## config.mk

```make
export PLATFORM = sky130hd
export DESIGN_NAME = eight_bit_risc_execute_unit_flat
export DESIGN_NICKNAME = d
export VERILOG_FILES = /design/src/rtl/rx8_pkg.sv /design/src/rtl/rx8_req_if.sv /design/src/rtl/rx8_rsp_if.sv /design/src/rtl/rx8_regfile.sv /design/src/rtl/rx8_dmem.sv /design/src/rtl/rx8_alu.sv /design/src/rtl/eight_bit_risc_execute_unit.sv /design/src/flat_wrapper.sv
export SDC_FILE = /design/constraint.sdc
export NUM_CORES = 2
export LEC_CHECK = 0
export BUFFER_PORTS_ARGS = -buffer_cell sky130_fd_sc_hd__buf_2
export CORE_MARGIN = 1.5
export CORE_UTILIZATION = 68
export CTS_CLUSTER_DIAMETER = 150
export DETAILED_ROUTE_END_ITERATION = 10
export PLACE_DENSITY = 0.85
export SYNTH_ARGS = -nofsm -noshare
export SYNTH_HDL_FRONTEND = slang
export SYNTH_SLANG_ARGS = --single-unit
```

## constraint.sdc

```tcl
create_clock -name clock -period 22.7 [get_ports clock]
set_clock_uncertainty 0.2 [all_clocks]
set_input_delay 2.27 -clock clock [delete_from_list [all_inputs] [get_ports clock]]
set_output_delay 2.27 -clock clock [all_outputs]
set_load 0.05 [all_outputs]
```

## src/rtl/rx8_pkg.sv

```systemverilog
// Shared types, widths and opcode codes of the 8-bit RISC execute unit.
// No dependencies; every other file of the block imports this package.
package rx8_pkg;

   // Field widths of the instruction and result beats.
   localparam int INSTR_W = 16;
   localparam int OPC_W   = 4;
   localparam int IDX_W   = 6;
   localparam int IMM_W   = 6;
   localparam int BYTE_W  = 8;
   localparam int PC_W    = 16;
   localparam int FLAG_W  = 5;

   // Register file and data memory sizing.
   localparam int REG_COUNT  = 64;
   localparam int REG_IDX_W  = (REG_COUNT > 1) ? $clog2(REG_COUNT) : 1;
   localparam int DATA_BYTES = 2048;
   // Only the 6-bit immediate addresses the data memory, so just the
   // reachable part of it is built.
   localparam int DMEM_DEPTH = (DATA_BYTES < (1 << IMM_W)) ? DATA_BYTES : (1 << IMM_W);
   localparam int DMEM_AW    = $clog2(DMEM_DEPTH);

   // Flag bit positions.
   localparam int FLAG_C = 4;
   localparam int FLAG_V = 3;
   localparam int FLAG_N = 2;
   localparam int FLAG_S = 1;
   localparam int FLAG_Z = 0;

   // Opcodes; codes 12 to 15 are no-ops.
   localparam logic [OPC_W-1:0] OP_ADD  = 4'd0;
   localparam logic [OPC_W-1:0] OP_SUB  = 4'd1;
   localparam logic [OPC_W-1:0] OP_MUL  = 4'd2;
   localparam logic [OPC_W-1:0] OP_LDI  = 4'd3;
   localparam logic [OPC_W-1:0] OP_BEQZ = 4'd4;
   localparam logic [OPC_W-1:0] OP_AND  = 4'd5;
   localparam logic [OPC_W-1:0] OP_OR   = 4'd6;
   localparam logic [OPC_W-1:0] OP_JR   = 4'd7;
   localparam logic [OPC_W-1:0] OP_SLC  = 4'd8;
   localparam logic [OPC_W-1:0] OP_SRC  = 4'd9;
   localparam logic [OPC_W-1:0] OP_LB   = 4'd10;
   localparam logic [OPC_W-1:0] OP_SB   = 4'd11;

   // Everything one executed instruction produces.
   typedef struct packed {
      logic [PC_W-1:0]          next_pc;
      logic [FLAG_W-1:0]        flags;
      logic [IDX_W-1:0]         dest_index;
      logic signed [BYTE_W-1:0] dest_value;
      logic                     reg_write;
      logic                     mem_write;
      logic [IMM_W-1:0]         mem_address;
      logic                     branch_taken;
   } rx8_result_type;

   // Register index reduced modulo the register count, as a small table.
   function automatic logic [REG_IDX_W-1:0] reduce_reg(input logic [IDX_W-1:0] idx);
      logic [REG_IDX_W-1:0] res;
      res = '0;
      for (int i = 0; i < (1 << IDX_W); i++) begin
         if (idx == IDX_W'(i)) res = REG_IDX_W'(i % REG_COUNT);
      end
      return res;
   endfunction

endpackage

```

## src/rtl/rx8_req_if.sv

```systemverilog
// Instruction channel: valid/ready handshake carrying one instruction word.
// Depends on rx8_pkg for the word width.
interface rx8_req_if;
   import rx8_pkg::*;

   logic               valid;
   logic               ready;
   logic [INSTR_W-1:0] instr_word;

   modport source (output valid, output instr_word, input ready);
   modport sink   (input valid, input instr_word, output ready);
endinterface

```

## src/rtl/rx8_rsp_if.sv

```systemverilog
// Result channel: valid/ready handshake carrying one executed instruction.
// Depends on rx8_pkg for field widths.
interface rx8_rsp_if;
   import rx8_pkg::*;

   logic                     valid;
   logic                     ready;
   logic [PC_W-1:0]          next_pc;
   logic [FLAG_W-1:0]        flags;
   logic [IDX_W-1:0]         dest_index;
   logic signed [BYTE_W-1:0] dest_value;
   logic                     reg_write;
   logic                     mem_write;
   logic [IMM_W-1:0]         mem_address;
   logic                     branch_taken;

   modport source (output valid, output next_pc, output flags, output dest_index,
                   output dest_value, output reg_write, output mem_write,
                   output mem_address, output branch_taken, input ready);
   modport sink   (input valid, input next_pc, input flags, input dest_index,
                   input dest_value, input reg_write, input mem_write,
                   input mem_address, input branch_taken, output ready);
endinterface

```

## src/rtl/rx8_regfile.sv

```systemverilog
// Byte register file: synchronous RAM with two registered read ports, one
// write port, per-entry valid bits for the zero reset and write bypass.
// Depends on rx8_pkg.
module rx8_regfile (
   input  logic                           clock,
   input  logic                           reset,
   input  logic                           rd_en,
   input  logic [rx8_pkg::REG_IDX_W-1:0]  rd_addr_a,
   input  logic [rx8_pkg::REG_IDX_W-1:0]  rd_addr_b,
   input  logic                           wr_en,
   input  logic [rx8_pkg::REG_IDX_W-1:0]  wr_addr,
   input  logic [rx8_pkg::BYTE_W-1:0]     wr_data,
   output logic [rx8_pkg::BYTE_W-1:0]     rd_data_a,
   output logic [rx8_pkg::BYTE_W-1:0]     rd_data_b
);
   import rx8_pkg::*;

   logic [BYTE_W-1:0]    regs_ff [REG_COUNT];
   logic [REG_COUNT-1:0] valid_ff, valid_in;
   logic [BYTE_W-1:0]    q_a_ff, q_b_ff;
   logic                 vld_a_ff, vld_b_ff;
   logic                 byp_a_ff, byp_b_ff;
   logic [BYTE_W-1:0]    byp_data_ff;

   // Storage write.
   always_ff @(posedge clock) begin
      if (wr_en) regs_ff[wr_addr] <= wr_data;
   end

   // Registered reads; they hold while no new read is issued.
   always_ff @(posedge clock) begin
      if (rd_en) begin
         q_a_ff      <= regs_ff[rd_addr_a];
         q_b_ff      <= regs_ff[rd_addr_b];
         byp_data_ff <= wr_data;
      end
   end

   // An entry counts as written once it has been stored since reset.
   always_comb begin
      valid_in = valid_ff;
      if (wr_en) valid_in[wr_addr] = 1'b1;
   end

   // Valid bits and bypass flags. A write landing on the same edge as the
   // read is not yet in the RAM output, so its data is taken instead.
   always_ff @(posedge clock) begin
      if (reset) begin
         valid_ff <= '0;
         vld_a_ff <= 1'b0;
         vld_b_ff <= 1'b0;
         byp_a_ff <= 1'b0;
         byp_b_ff <= 1'b0;
      end else begin
         valid_ff <= valid_in;
         if (rd_en) begin
            vld_a_ff <= valid_ff[rd_addr_a];
            vld_b_ff <= valid_ff[rd_addr_b];
            byp_a_ff <= wr_en && (wr_addr == rd_addr_a);
            byp_b_ff <= wr_en && (wr_addr == rd_addr_b);
         end
      end
   end

   assign rd_data_a = byp_a_ff ? byp_data_ff : (vld_a_ff ? q_a_ff : '0);
   assign rd_data_b = byp_b_ff ? byp_data_ff : (vld_b_ff ? q_b_ff : '0);

endmodule

```

## src/rtl/rx8_dmem.sv

```systemverilog
// Byte data memory: synchronous RAM with one registered read port, one
// write port, per-entry valid bits for the zero reset and write bypass.
// Depends on rx8_pkg.
module rx8_dmem (
   input  logic                         clock,
   input  logic                         reset,
   input  logic                         rd_en,
   input  logic [rx8_pkg::DMEM_AW-1:0]  rd_addr,
   input  logic                         wr_en,
   input  logic [rx8_pkg::DMEM_AW-1:0]  wr_addr,
   input  logic [rx8_pkg::BYTE_W-1:0]   wr_data,
   output logic [rx8_pkg::BYTE_W-1:0]   rd_data
);
   import rx8_pkg::*;

   logic [BYTE_W-1:0]     mem_ff [DMEM_DEPTH];
   logic [DMEM_DEPTH-1:0] valid_ff, valid_in;
   logic [BYTE_W-1:0]     q_ff;
   logic                  vld_ff;
   logic                  byp_ff;
   logic [BYTE_W-1:0]     byp_data_ff;

   // Storage write.
   always_ff @(posedge clock) begin
      if (wr_en) mem_ff[wr_addr] <= wr_data;
   end

   // Registered read, held while no new read is issued.
   always_ff @(posedge clock) begin
      if (rd_en) begin
         q_ff        <= mem_ff[rd_addr];
         byp_data_ff <= wr_data;
      end
   end

   always_comb begin
      valid_in = valid_ff;
      if (wr_en) valid_in[wr_addr] = 1'b1;
   end

   // Valid bits and bypass flag for a store on the same edge as the read.
   always_ff @(posedge clock) begin
      if (reset) begin
         valid_ff <= '0;
         vld_ff   <= 1'b0;
         byp_ff   <= 1'b0;
      end else begin
         valid_ff <= valid_in;
         if (rd_en) begin
            vld_ff <= valid_ff[rd_addr];
            byp_ff <= wr_en && (wr_addr == rd_addr);
         end
      end
   end

   assign rd_data = byp_ff ? byp_data_ff : (vld_ff ? q_ff : '0);

endmodule

```

## src/rtl/rx8_alu.sv

```systemverilog
// Execute logic: decodes one instruction and computes the register result,
// flags, next program counter and store controls. Depends on rx8_pkg.
module rx8_alu (
   input  logic [rx8_pkg::OPC_W-1:0]      opcode,
   input  logic [rx8_pkg::REG_IDX_W-1:0]  dest_reg,
   input  logic [rx8_pkg::IMM_W-1:0]      imm,
   input  logic [rx8_pkg::BYTE_W-1:0]     op_a,
   input  logic [rx8_pkg::BYTE_W-1:0]     op_b,
   input  logic [rx8_pkg::BYTE_W-1:0]     load_data,
   input  logic [rx8_pkg::PC_W-1:0]       pc,
   input  logic [rx8_pkg::FLAG_W-1:0]     flags_cur,
   output rx8_pkg::rx8_result_type        result
);
   import rx8_pkg::*;

   logic [BYTE_W:0]     sum_w;
   logic [BYTE_W-1:0]   diff_w;
   logic [2*BYTE_W-1:0] prod_w;
   logic [2*BYTE_W-1:0] rot_l_w;
   logic [2*BYTE_W-1:0] rot_r_w;
   logic [2:0]          rot_amt;
   logic [PC_W-1:0]     pc_inc;
   logic [PC_W-1:0]     offset;
   logic [BYTE_W-1:0]   r;
   logic [FLAG_W-1:0]   fl;
   logic                wr, mw, br;
   logic [PC_W-1:0]     npc;
   logic [IMM_W-1:0]    maddr;
   logic                v_bit;

   // Shared arithmetic and rotates.
   assign sum_w   = {1'b0, op_a} + {1'b0, op_b};
   assign diff_w  = op_a - op_b;
   assign prod_w  = op_a * op_b;
   assign rot_amt = imm[2:0];
   assign rot_l_w = {op_a, op_a} << rot_amt;
   assign rot_r_w = {op_a, op_a} >> rot_amt;
   assign pc_inc  = pc + PC_W'(1);
   assign offset  = {{(PC_W-IMM_W){imm[IMM_W-1]}}, imm};

   // Per-opcode result, flags and control flow.
   always_comb begin
      r     = '0;
      fl    = flags_cur;
      wr    = 1'b0;
      mw    = 1'b0;
      br    = 1'b0;
      npc   = pc_inc;
      maddr = '0;
      v_bit = 1'b0;
      unique case (opcode)
         OP_ADD: begin
            r     = sum_w[BYTE_W-1:0];
            v_bit = ~(op_a[BYTE_W-1] ^ op_b[BYTE_W-1]) & (op_a[BYTE_W-1] ^ r[BYTE_W-1]);
            fl[FLAG_C] = sum_w[BYTE_W];
            fl[FLAG_V] = v_bit;
            fl[FLAG_N] = r[BYTE_W-1];
            fl[FLAG_S] = v_bit ^ r[BYTE_W-1];
            fl[FLAG_Z] = (r == '0);
            wr    = 1'b1;
         end
         OP_SUB: begin
            r     = diff_w;
            v_bit = (op_a[BYTE_W-1] ^ op_b[BYTE_W-1]) & (op_a[BYTE_W-1] ^ r[BYTE_W-1]);
            fl[FLAG_V] = v_bit;
            fl[FLAG_N] = r[BYTE_W-1];
            fl[FLAG_S] = v_bit ^ r[BYTE_W-1];
            fl[FLAG_Z] = (r == '0);
            wr    = 1'b1;
         end
         OP_MUL, OP_AND, OP_OR, OP_SLC, OP_SRC: begin
            unique case (opcode)
               OP_MUL:  r = prod_w[BYTE_W-1:0];
               OP_AND:  r = op_a & op_b;
               OP_OR:   r = op_a | op_b;
               OP_SLC:  r = rot_l_w[2*BYTE_W-1:BYTE_W];
               default: r = rot_r_w[BYTE_W-1:0];
            endcase
            fl[FLAG_N] = r[BYTE_W-1];
            fl[FLAG_Z] = (r == '0);
            wr = 1'b1;
         end
         OP_LDI: begin
            r  = {{(BYTE_W-IMM_W){imm[IMM_W-1]}}, imm};
            wr = 1'b1;
         end
         OP_BEQZ: begin
            if (op_a == '0) begin
               npc = pc_inc + offset;
               br  = 1'b1;
            end
         end
         OP_JR: begin
            npc = {op_a, op_b};
            br  = 1'b1;
         end
         OP_LB: begin
            maddr = imm;
            r     = load_data;
            wr    = 1'b1;
         end
         OP_SB: begin
            maddr = imm;
            mw    = 1'b1;
         end
         default: begin
         end
      endcase
   end

   // Pack the outcome; register fields read zero when nothing is written.
   always_comb begin
      result.next_pc      = npc;
      result.flags        = fl;
      result.dest_index   = wr ? IDX_W'(dest_reg) : '0;
      result.dest_value   = wr ? r : '0;
      result.reg_write    = wr;
      result.mem_write    = mw;
      result.mem_address  = maddr;
      result.branch_taken = br;
   end

endmodule

```

## src/rtl/eight_bit_risc_execute_unit.sv

```systemverilog
// Top level of the 8-bit RISC execute unit: operand read stage, execute and
// write-back stage, result register. Depends on rx8_pkg, rx8_req_if,
// rx8_rsp_if, rx8_regfile, rx8_dmem and rx8_alu.
//
//   channel  | direction | beat carries
//   ---------+-----------+----------------------------------------------
//   req_chan | in        | instr_word (opcode, dest reg, src reg / imm)
//   rsp_chan | out       | next_pc, flags, register write, store, branch
//
// One instruction per cycle is taken unless the result stalls; after the beat,
// operands are read from the synchronous RAMs, then the instruction executes.
// Writes of one instruction reach the next through the RAM bypass paths.
// Reset clears PC, flags and the valid bits of both RAMs.
// A stalled result holds the execute stage, which then takes no new beat.
module eight_bit_risc_execute_unit (
   input  logic      clock,
   input  logic      reset,
   rx8_req_if.sink   req_chan,
   rx8_rsp_if.source rsp_chan
);
   import rx8_pkg::*;

   logic                 accept;
   logic                 ex_fire;
   logic                 ex_valid_ff, ex_valid_in;
   logic [INSTR_W-1:0]   ex_instr_ff;
   logic [OPC_W-1:0]     ex_opcode;
   logic [REG_IDX_W-1:0] ex_dest;
   logic [IMM_W-1:0]     ex_imm;
   logic [BYTE_W-1:0]    op_a, op_b, load_data;
   logic [PC_W-1:0]      pc_ff;
   logic [FLAG_W-1:0]    flags_ff;
   rx8_result_type       ex_result;
   rx8_result_type       out_ff;
   logic                 out_valid_ff, out_valid_in;

   // Handshakes: the execute stage advances when the result slot frees up.
   assign ex_fire     = ex_valid_ff && (!out_valid_ff || rsp_chan.ready);
   assign req_chan.ready = !reset && (!ex_valid_ff || ex_fire);
   assign accept      = req_chan.valid && req_chan.ready;
   assign ex_valid_in = accept ? 1'b1 : (ex_fire ? 1'b0 : ex_valid_ff);
   assign out_valid_in = ex_fire ? 1'b1 : (rsp_chan.ready ? 1'b0 : out_valid_ff);

   // Instruction held in the execute stage.
   always_ff @(posedge clock) begin
      if (accept) ex_instr_ff <= req_chan.instr_word;
   end

   assign ex_opcode = ex_instr_ff[INSTR_W-1 -: OPC_W];
   assign ex_dest   = reduce_reg(ex_instr_ff[IMM_W +: IDX_W]);
   assign ex_imm    = ex_instr_ff[IMM_W-1:0];

   // Register file: operands read on the accepting edge, result written back.
   rx8_regfile u_regfile (
      .clock     (clock),
      .reset     (reset),
      .rd_en     (accept),
      .rd_addr_a (reduce_reg(req_chan.instr_word[IMM_W +: IDX_W])),
      .rd_addr_b (reduce_reg(req_chan.instr_word[IMM_W-1:0])),
      .wr_en     (ex_fire && ex_result.reg_write),
      .wr_addr   (ex_dest),
      .wr_data   (ex_result.dest_value),
      .rd_data_a (op_a),
      .rd_data_b (op_b)
   );

   // Data memory: loads read on the accepting edge, stores at execute.
   rx8_dmem u_dmem (
      .clock   (clock),
      .reset   (reset),
      .rd_en   (accept),
      .rd_addr (req_chan.instr_word[DMEM_AW-1:0]),
      .wr_en   (ex_fire && ex_result.mem_write),
      .wr_addr (ex_imm[DMEM_AW-1:0]),
      .wr_data (op_a),
      .rd_data (load_data)
   );

   // Execute.
   rx8_alu u_alu (
      .opcode    (ex_opcode),
      .dest_reg  (ex_dest),
      .imm       (ex_imm),
      .op_a      (op_a),
      .op_b      (op_b),
      .load_data (load_data),
      .pc        (pc_ff),
      .flags_cur (flags_ff),
      .result    (ex_result)
   );

   // Architectural PC, flags and the stage valid bits.
   always_ff @(posedge clock) begin
      if (reset) begin
         pc_ff        <= '0;
         flags_ff     <= '0;
         ex_valid_ff  <= 1'b0;
         out_valid_ff <= 1'b0;
      end else begin
         ex_valid_ff  <= ex_valid_in;
         out_valid_ff <= out_valid_in;
         if (ex_fire) begin
            pc_ff    <= ex_result.next_pc;
            flags_ff <= ex_result.flags;
         end
      end
   end

   // Result register.
   always_ff @(posedge clock) begin
      if (ex_fire) out_ff <= ex_result;
   end

   assign rsp_chan.valid        = out_valid_ff;
   assign rsp_chan.next_pc      = out_ff.next_pc;
   assign rsp_chan.flags        = out_ff.flags;
   assign rsp_chan.dest_index   = out_ff.dest_index;
   assign rsp_chan.dest_value   = out_ff.dest_value;
   assign rsp_chan.reg_write    = out_ff.reg_write;
   assign rsp_chan.mem_write    = out_ff.mem_write;
   assign rsp_chan.mem_address  = out_ff.mem_address;
   assign rsp_chan.branch_taken = out_ff.branch_taken;

endmodule
```

## src/flat_wrapper.sv

```systemverilog
// flat-port wrapper written by rule: the top's interface ports become plain ports
module eight_bit_risc_execute_unit_flat import rx8_pkg::*;
  (clock, reset, req_chan_valid, req_chan_instr_word, req_chan_ready, rsp_chan_valid, rsp_chan_next_pc, rsp_chan_flags, rsp_chan_dest_index, rsp_chan_dest_value, rsp_chan_reg_write, rsp_chan_mem_write, rsp_chan_mem_address, rsp_chan_branch_taken, rsp_chan_ready);
  rx8_req_if req_chan_i ();
  rx8_rsp_if rsp_chan_i ();
  input  logic clock;
  input  logic reset;
  input wire logic [$bits(req_chan_i.valid)-1:0] req_chan_valid;
  input wire logic [$bits(req_chan_i.instr_word)-1:0] req_chan_instr_word;
  output wire logic [$bits(req_chan_i.ready)-1:0] req_chan_ready;
  output wire logic [$bits(rsp_chan_i.valid)-1:0] rsp_chan_valid;
  output wire logic [$bits(rsp_chan_i.next_pc)-1:0] rsp_chan_next_pc;
  output wire logic [$bits(rsp_chan_i.flags)-1:0] rsp_chan_flags;
  output wire logic [$bits(rsp_chan_i.dest_index)-1:0] rsp_chan_dest_index;
  output wire logic [$bits(rsp_chan_i.dest_value)-1:0] rsp_chan_dest_value;
  output wire logic [$bits(rsp_chan_i.reg_write)-1:0] rsp_chan_reg_write;
  output wire logic [$bits(rsp_chan_i.mem_write)-1:0] rsp_chan_mem_write;
  output wire logic [$bits(rsp_chan_i.mem_address)-1:0] rsp_chan_mem_address;
  output wire logic [$bits(rsp_chan_i.branch_taken)-1:0] rsp_chan_branch_taken;
  input wire logic [$bits(rsp_chan_i.ready)-1:0] rsp_chan_ready;
  assign req_chan_i.valid = req_chan_valid;
  assign req_chan_i.instr_word = req_chan_instr_word;
  assign req_chan_ready = req_chan_i.ready;
  assign rsp_chan_valid = rsp_chan_i.valid;
  assign rsp_chan_next_pc = rsp_chan_i.next_pc;
  assign rsp_chan_flags = rsp_chan_i.flags;
  assign rsp_chan_dest_index = rsp_chan_i.dest_index;
  assign rsp_chan_dest_value = rsp_chan_i.dest_value;
  assign rsp_chan_reg_write = rsp_chan_i.reg_write;
  assign rsp_chan_mem_write = rsp_chan_i.mem_write;
  assign rsp_chan_mem_address = rsp_chan_i.mem_address;
  assign rsp_chan_branch_taken = rsp_chan_i.branch_taken;
  assign rsp_chan_i.ready = rsp_chan_ready;
  eight_bit_risc_execute_unit u_core (.clock(clock), .reset(reset), .req_chan(req_chan_i), .rsp_chan(rsp_chan_i));
endmodule
```

==> implementation parameters <==
Parameter                              Value

Outcome
  Run status ... finished, violations left
  Failing checks ... capacitance limit, slew limit

Timing
  Relative slew slack ... -4.596%
  Transition time at the pin with the least slew margin ... 1563 ps
  Max-slew violation count ... 11
  Setup-failing EPs final ... 0
  Final hold violation count ... 0
  Post-layout minimum cycle time ... roughly 8100 ps
  Post-route fraction of the period consumed by the critical path ... a little over a third
  Maximum clock rate ... around 120 MHz
  RSZ-0062 raised after global routing ... no
  Post-Route Setup TNS ... 0 ps

Layout
  Number of fill cells ... roughly 4200
  Fraction of layout cells with a size suffix above 1 ... between 20 and 30%
  Core utilization of the finished layout ... 75.74%
  Area delta synth->final ... 10.01%
  Fin nets ... 3278

Critical path
  Maximum fanout encountered on the critical timing path ... 67
  Critical path class ... reg -> reg
  Endpoint of the worst setup timing path ... u_core.u_regfile.regs_ff[12][7]$_DFFE_PP_
  Endpoint required time on the critical path ... 22810 ps
  Source of the worst register-to-register timing path ... u_core.u_regfile.byp_a_ff$_SDFFE_PP0P_
  Setup slack of the most critical reg-to-reg path ... between 10000 and 15000 ps
  Element type at the critical path end ... flip-flop
  Worst Path Arrival ... a little over 8000 ps
  Reg2Reg Capture Point ... u_core.u_regfile.regs_ff[12][7]$_DFFE_PP_
  Reg2Reg Depth ... 18
  Worst Setup SP ... u_core.u_regfile.byp_a_ff$_SDFFE_PP0P_
  Crit path launch type ... flip-flop

Drt
  Final ANT Viol Nets ... 0
  Detailed-route DRC error count ... 0
  DR vias ... 35367
  First-iteration detailed-routing DRC count ... roughly 6900
  Via density ... between 7 and 8
  TritonRoute pass-1 iters ... 11
  DRT Wirelength ... around 180000 µm
  Average detailed-routed wire length per instance ... 39.46 µm

Die
  Die Height ... just under 300 µm
  Horizontal die dimension ... approximately 290 µm
  Starting utilization of the core area ... between 60% and 70%
  Row cnt ... between 100 and 150
  Core footprint ... 0.08382 mm²
  Die area ... 0.08662 mm²
  Top-level port count ... between 60 and 70

Synthesis
  Leading cell types by total area after synthesis ... edfxtp_1 58%, mux4_2 23%, dfxtp_1 5.4%, o21a_1 1.7%, nor2_1 1.7%
  Share of synthesized flip-flops with an asynchronous set or reset ... 0%
  Number of distinct library cells after synthesis ... 85
  Summed instance area of the synthesized netlist ... a little under 0.06 mm²
  Mapped Avg Cell Area ... approximately 18 µm²
  Total nets after synthesis ... 3226
  Most used DFF post-synth ... edfxtp_1
  Synth top cells by count ... 1124 x edfxtp_1, 582 x mux4_2, 254 x nor2_1, 157 x dfxtp_1, 150 x clkbuf_1
  Library cell with the largest summed area after synthesis ... edfxtp_1
  Fraction of synthesized cell area taken by the top area cell type ... between 50% and 60%
  Post-synthesis instance total ... roughly 3100
  Number of flops mapped to enable cells by yosys ... about 1100
  Count leader, synth ... edfxtp_1
  Seq/Total Area, Yosys ... 63.94%
  Synthesized flop and latch total ... 1281
  Warnings from Yosys ... 0

Pwr
  Combinational share of power ... 6.4%
  Sequential power share ... about half
  VDD IR-drop max ... roughly 120 µV
  Switching share of power ... 23.05%
  Power per standard cell area ... between 70 and 80 mW/mm²
  Net switching power ... 1.159 mW
  Fraction of power consumed by the clock network ... 42.5%
  Internal power component ... just under 4 mW
  Static power due to leakage ... roughly 21 nW

Global route
  Via count of the first global-routing pass ... about 35000
  Initial antenna violation count ... 24
  Pin count of the biggest net entering global routing ... between 150 and 200
  Global Route Usage Sum ... 41.34%
  First-pass GRT wire length ... roughly 250000 µm
  Total grt overflow ... 0

Clock network
  CTS resizes ... 0
  Number of CTS-inserted buffers ... 119
  Clk root buf ... clkbuf_16
  Sinks on the clock net ... approximately 1300
  Clk pin slew, worst setup/hold paths ... ~70 ps
  Clock network latency to the later pin of the worst-skew pair ... between 700 and 800 ps
  CTS Buffer Depth ... 3
  Depth of the CTS H-tree ... 3
  Hold bufs inserted after CTS ... 0
  Post-CTS repair timing setup buffer count ... 0
  Clock tree from TritonCTS ... built

Place
  DP HPWL ... slightly below 100000 µm
  Number of port buffers ... between 60 and 70
  RePlAce Congestion ... ~0.95

Job
  Max-capacitance violation count ... 4

Min path
  Path type of the worst min-delay path ... reg -> reg
[layout by cell type (no fill, tap or decap), drive strengths merged, types with 33 or more instances in the layout]
cell       n
edfxtp  1124
clkinv    47
ha        55
nor2     254
dfxtp    157
o21a     129
clkbuf   149
buf      130
mux4     582
xnor2     41
inv       66
nand2     98
a21oi     33
[power groups by stage]
stage	registers, mW	clock network [mW]	logic (mW)
2_1_floorplan	2.63	0	0.203
3_3_place_gp	2.62	0	0.297
3_5_place_dp	2.62	0	0.305
4_1_cts	2.57	2.13	0.313
5_1_grt	2.57	2.21	0.328
6_report	2.57	2.14	0.321
[state kept, by name, summed over array words and instances, names as in the netlist, 16 cells and up]
register	cells
u_core.u_dmem.valid_ff	64
u_core.u_dmem.mem_ff	512
u_core.rsp_chan.next_pc	16
u_core.u_regfile.valid_ff	64
u_core.u_regfile.regs_ff	512
u_core.ex_instr_ff	16
u_core.pc_ff	16
[logic make-up (layout without fill, tap and decap cells)]
kind of cell	after synthesis	count (layout)	share of synthesized area (%)
AOI/OAI and AO/OA	326	326	4.232
xor gates and xnor gates	64	64	1.067
adders and majority gates	71	71	1.748
buffers and inverters	260	417	1.743
DFF	1281	1281	63.94
muxes	598	598	22.99
other	0	10	0
and+or+nand+nor	535	535	4.280
[cell type report]
type / instances / area (µm²) / share of cell area (%)
Multi-Input combinational cell: 1594 / 19860 / 31.28
Clock buffer: 149 / 3319 / 5.229
Inverter: 61 / 231.5 / 0.3646
Timing Repair Buffer: 130 / 867.1 / 1.366
Sequential cell: 1281 / 36900 / 58.12
Antenna cell: 10 / 25.02 / 0.03942
Clock inverter: 77 / 868.3 / 1.368
Tap cell: 1134 / 1419 / 2.235
[worst min path at each step]
stage                                            start                                      end  slack, ps  depth (start not counted)
6_report       u_core.u_dmem.valid_ff[38]$_SDFFE_PP0P_  u_core.u_dmem.valid_ff[38]$_SDFFE_PP0P_        270                          1
5_1_grt        u_core.u_dmem.valid_ff[29]$_SDFFE_PP0P_  u_core.u_dmem.valid_ff[29]$_SDFFE_PP0P_        280                          1
4_1_cts        u_core.u_dmem.valid_ff[38]$_SDFFE_PP0P_  u_core.u_dmem.valid_ff[38]$_SDFFE_PP0P_        270                          1
3_5_place_dp   u_core.u_dmem.valid_ff[46]$_SDFFE_PP0P_  u_core.u_dmem.valid_ff[46]$_SDFFE_PP0P_        250                          1
3_3_place_gp   u_core.u_dmem.valid_ff[33]$_SDFFE_PP0P_  u_core.u_dmem.valid_ff[33]$_SDFFE_PP0P_        240                          1
2_1_floorplan        u_core.u_dmem.vld_ff$_SDFFE_PP0P_        u_core.u_dmem.vld_ff$_SDFFE_PP0P_        230                          2
[stage by stage]
| step | hold slack [ps] | power, mW | worst slack [ps] | std cells | cell area (µm²) |
|---|---|---|---|---|---|
| after floorplan | 229.5 | 2.829 | 15540 | 3135 | 57710 |
| after global placement | 240.9 | 2.913 | 15130 | 4200 | 59270 |
| after detailed placement | 249.7 | 2.922 | 14960 | 4200 | 59270 |
| after CTS | 265.4 | 5.013 | 14850 | 4426 | 63460 |
| after global routing | 284.4 | 5.108 | 14490 | 4426 | 63460 |
| final | 266.0 | 5.028 | 14640 | 4436 | 63490 |
[routing by layer]
metal / routed length [µm] / up-vias / track usage [%]
li1: - / 13056 / -
met1: 57000 / 17838 / 55.32
met2: 83790 / 3704 / 65.30
met3: 23880 / 745 / 10.30
met4: 10240 / 24 / 18.83
met5: 149 / - / 0
[critical path, cell delays in order, from the launching register on]
cell	delay, ps
dfxtp_1	800
nand3b_1	220
and2_1	570
inv_2	640
ha_1	530
fa_1	380
inv_1	70
fa_1	400
inv_1	70
ha_1	240
fa_1	440
ha_1	330
a21o_1	160
a21oi_1	200
xnor3_1	350
xnor3_1	240
a31oi_1	140
o211ai_1	480
a221o_2	1080
(Power assumes the default switching activity.)
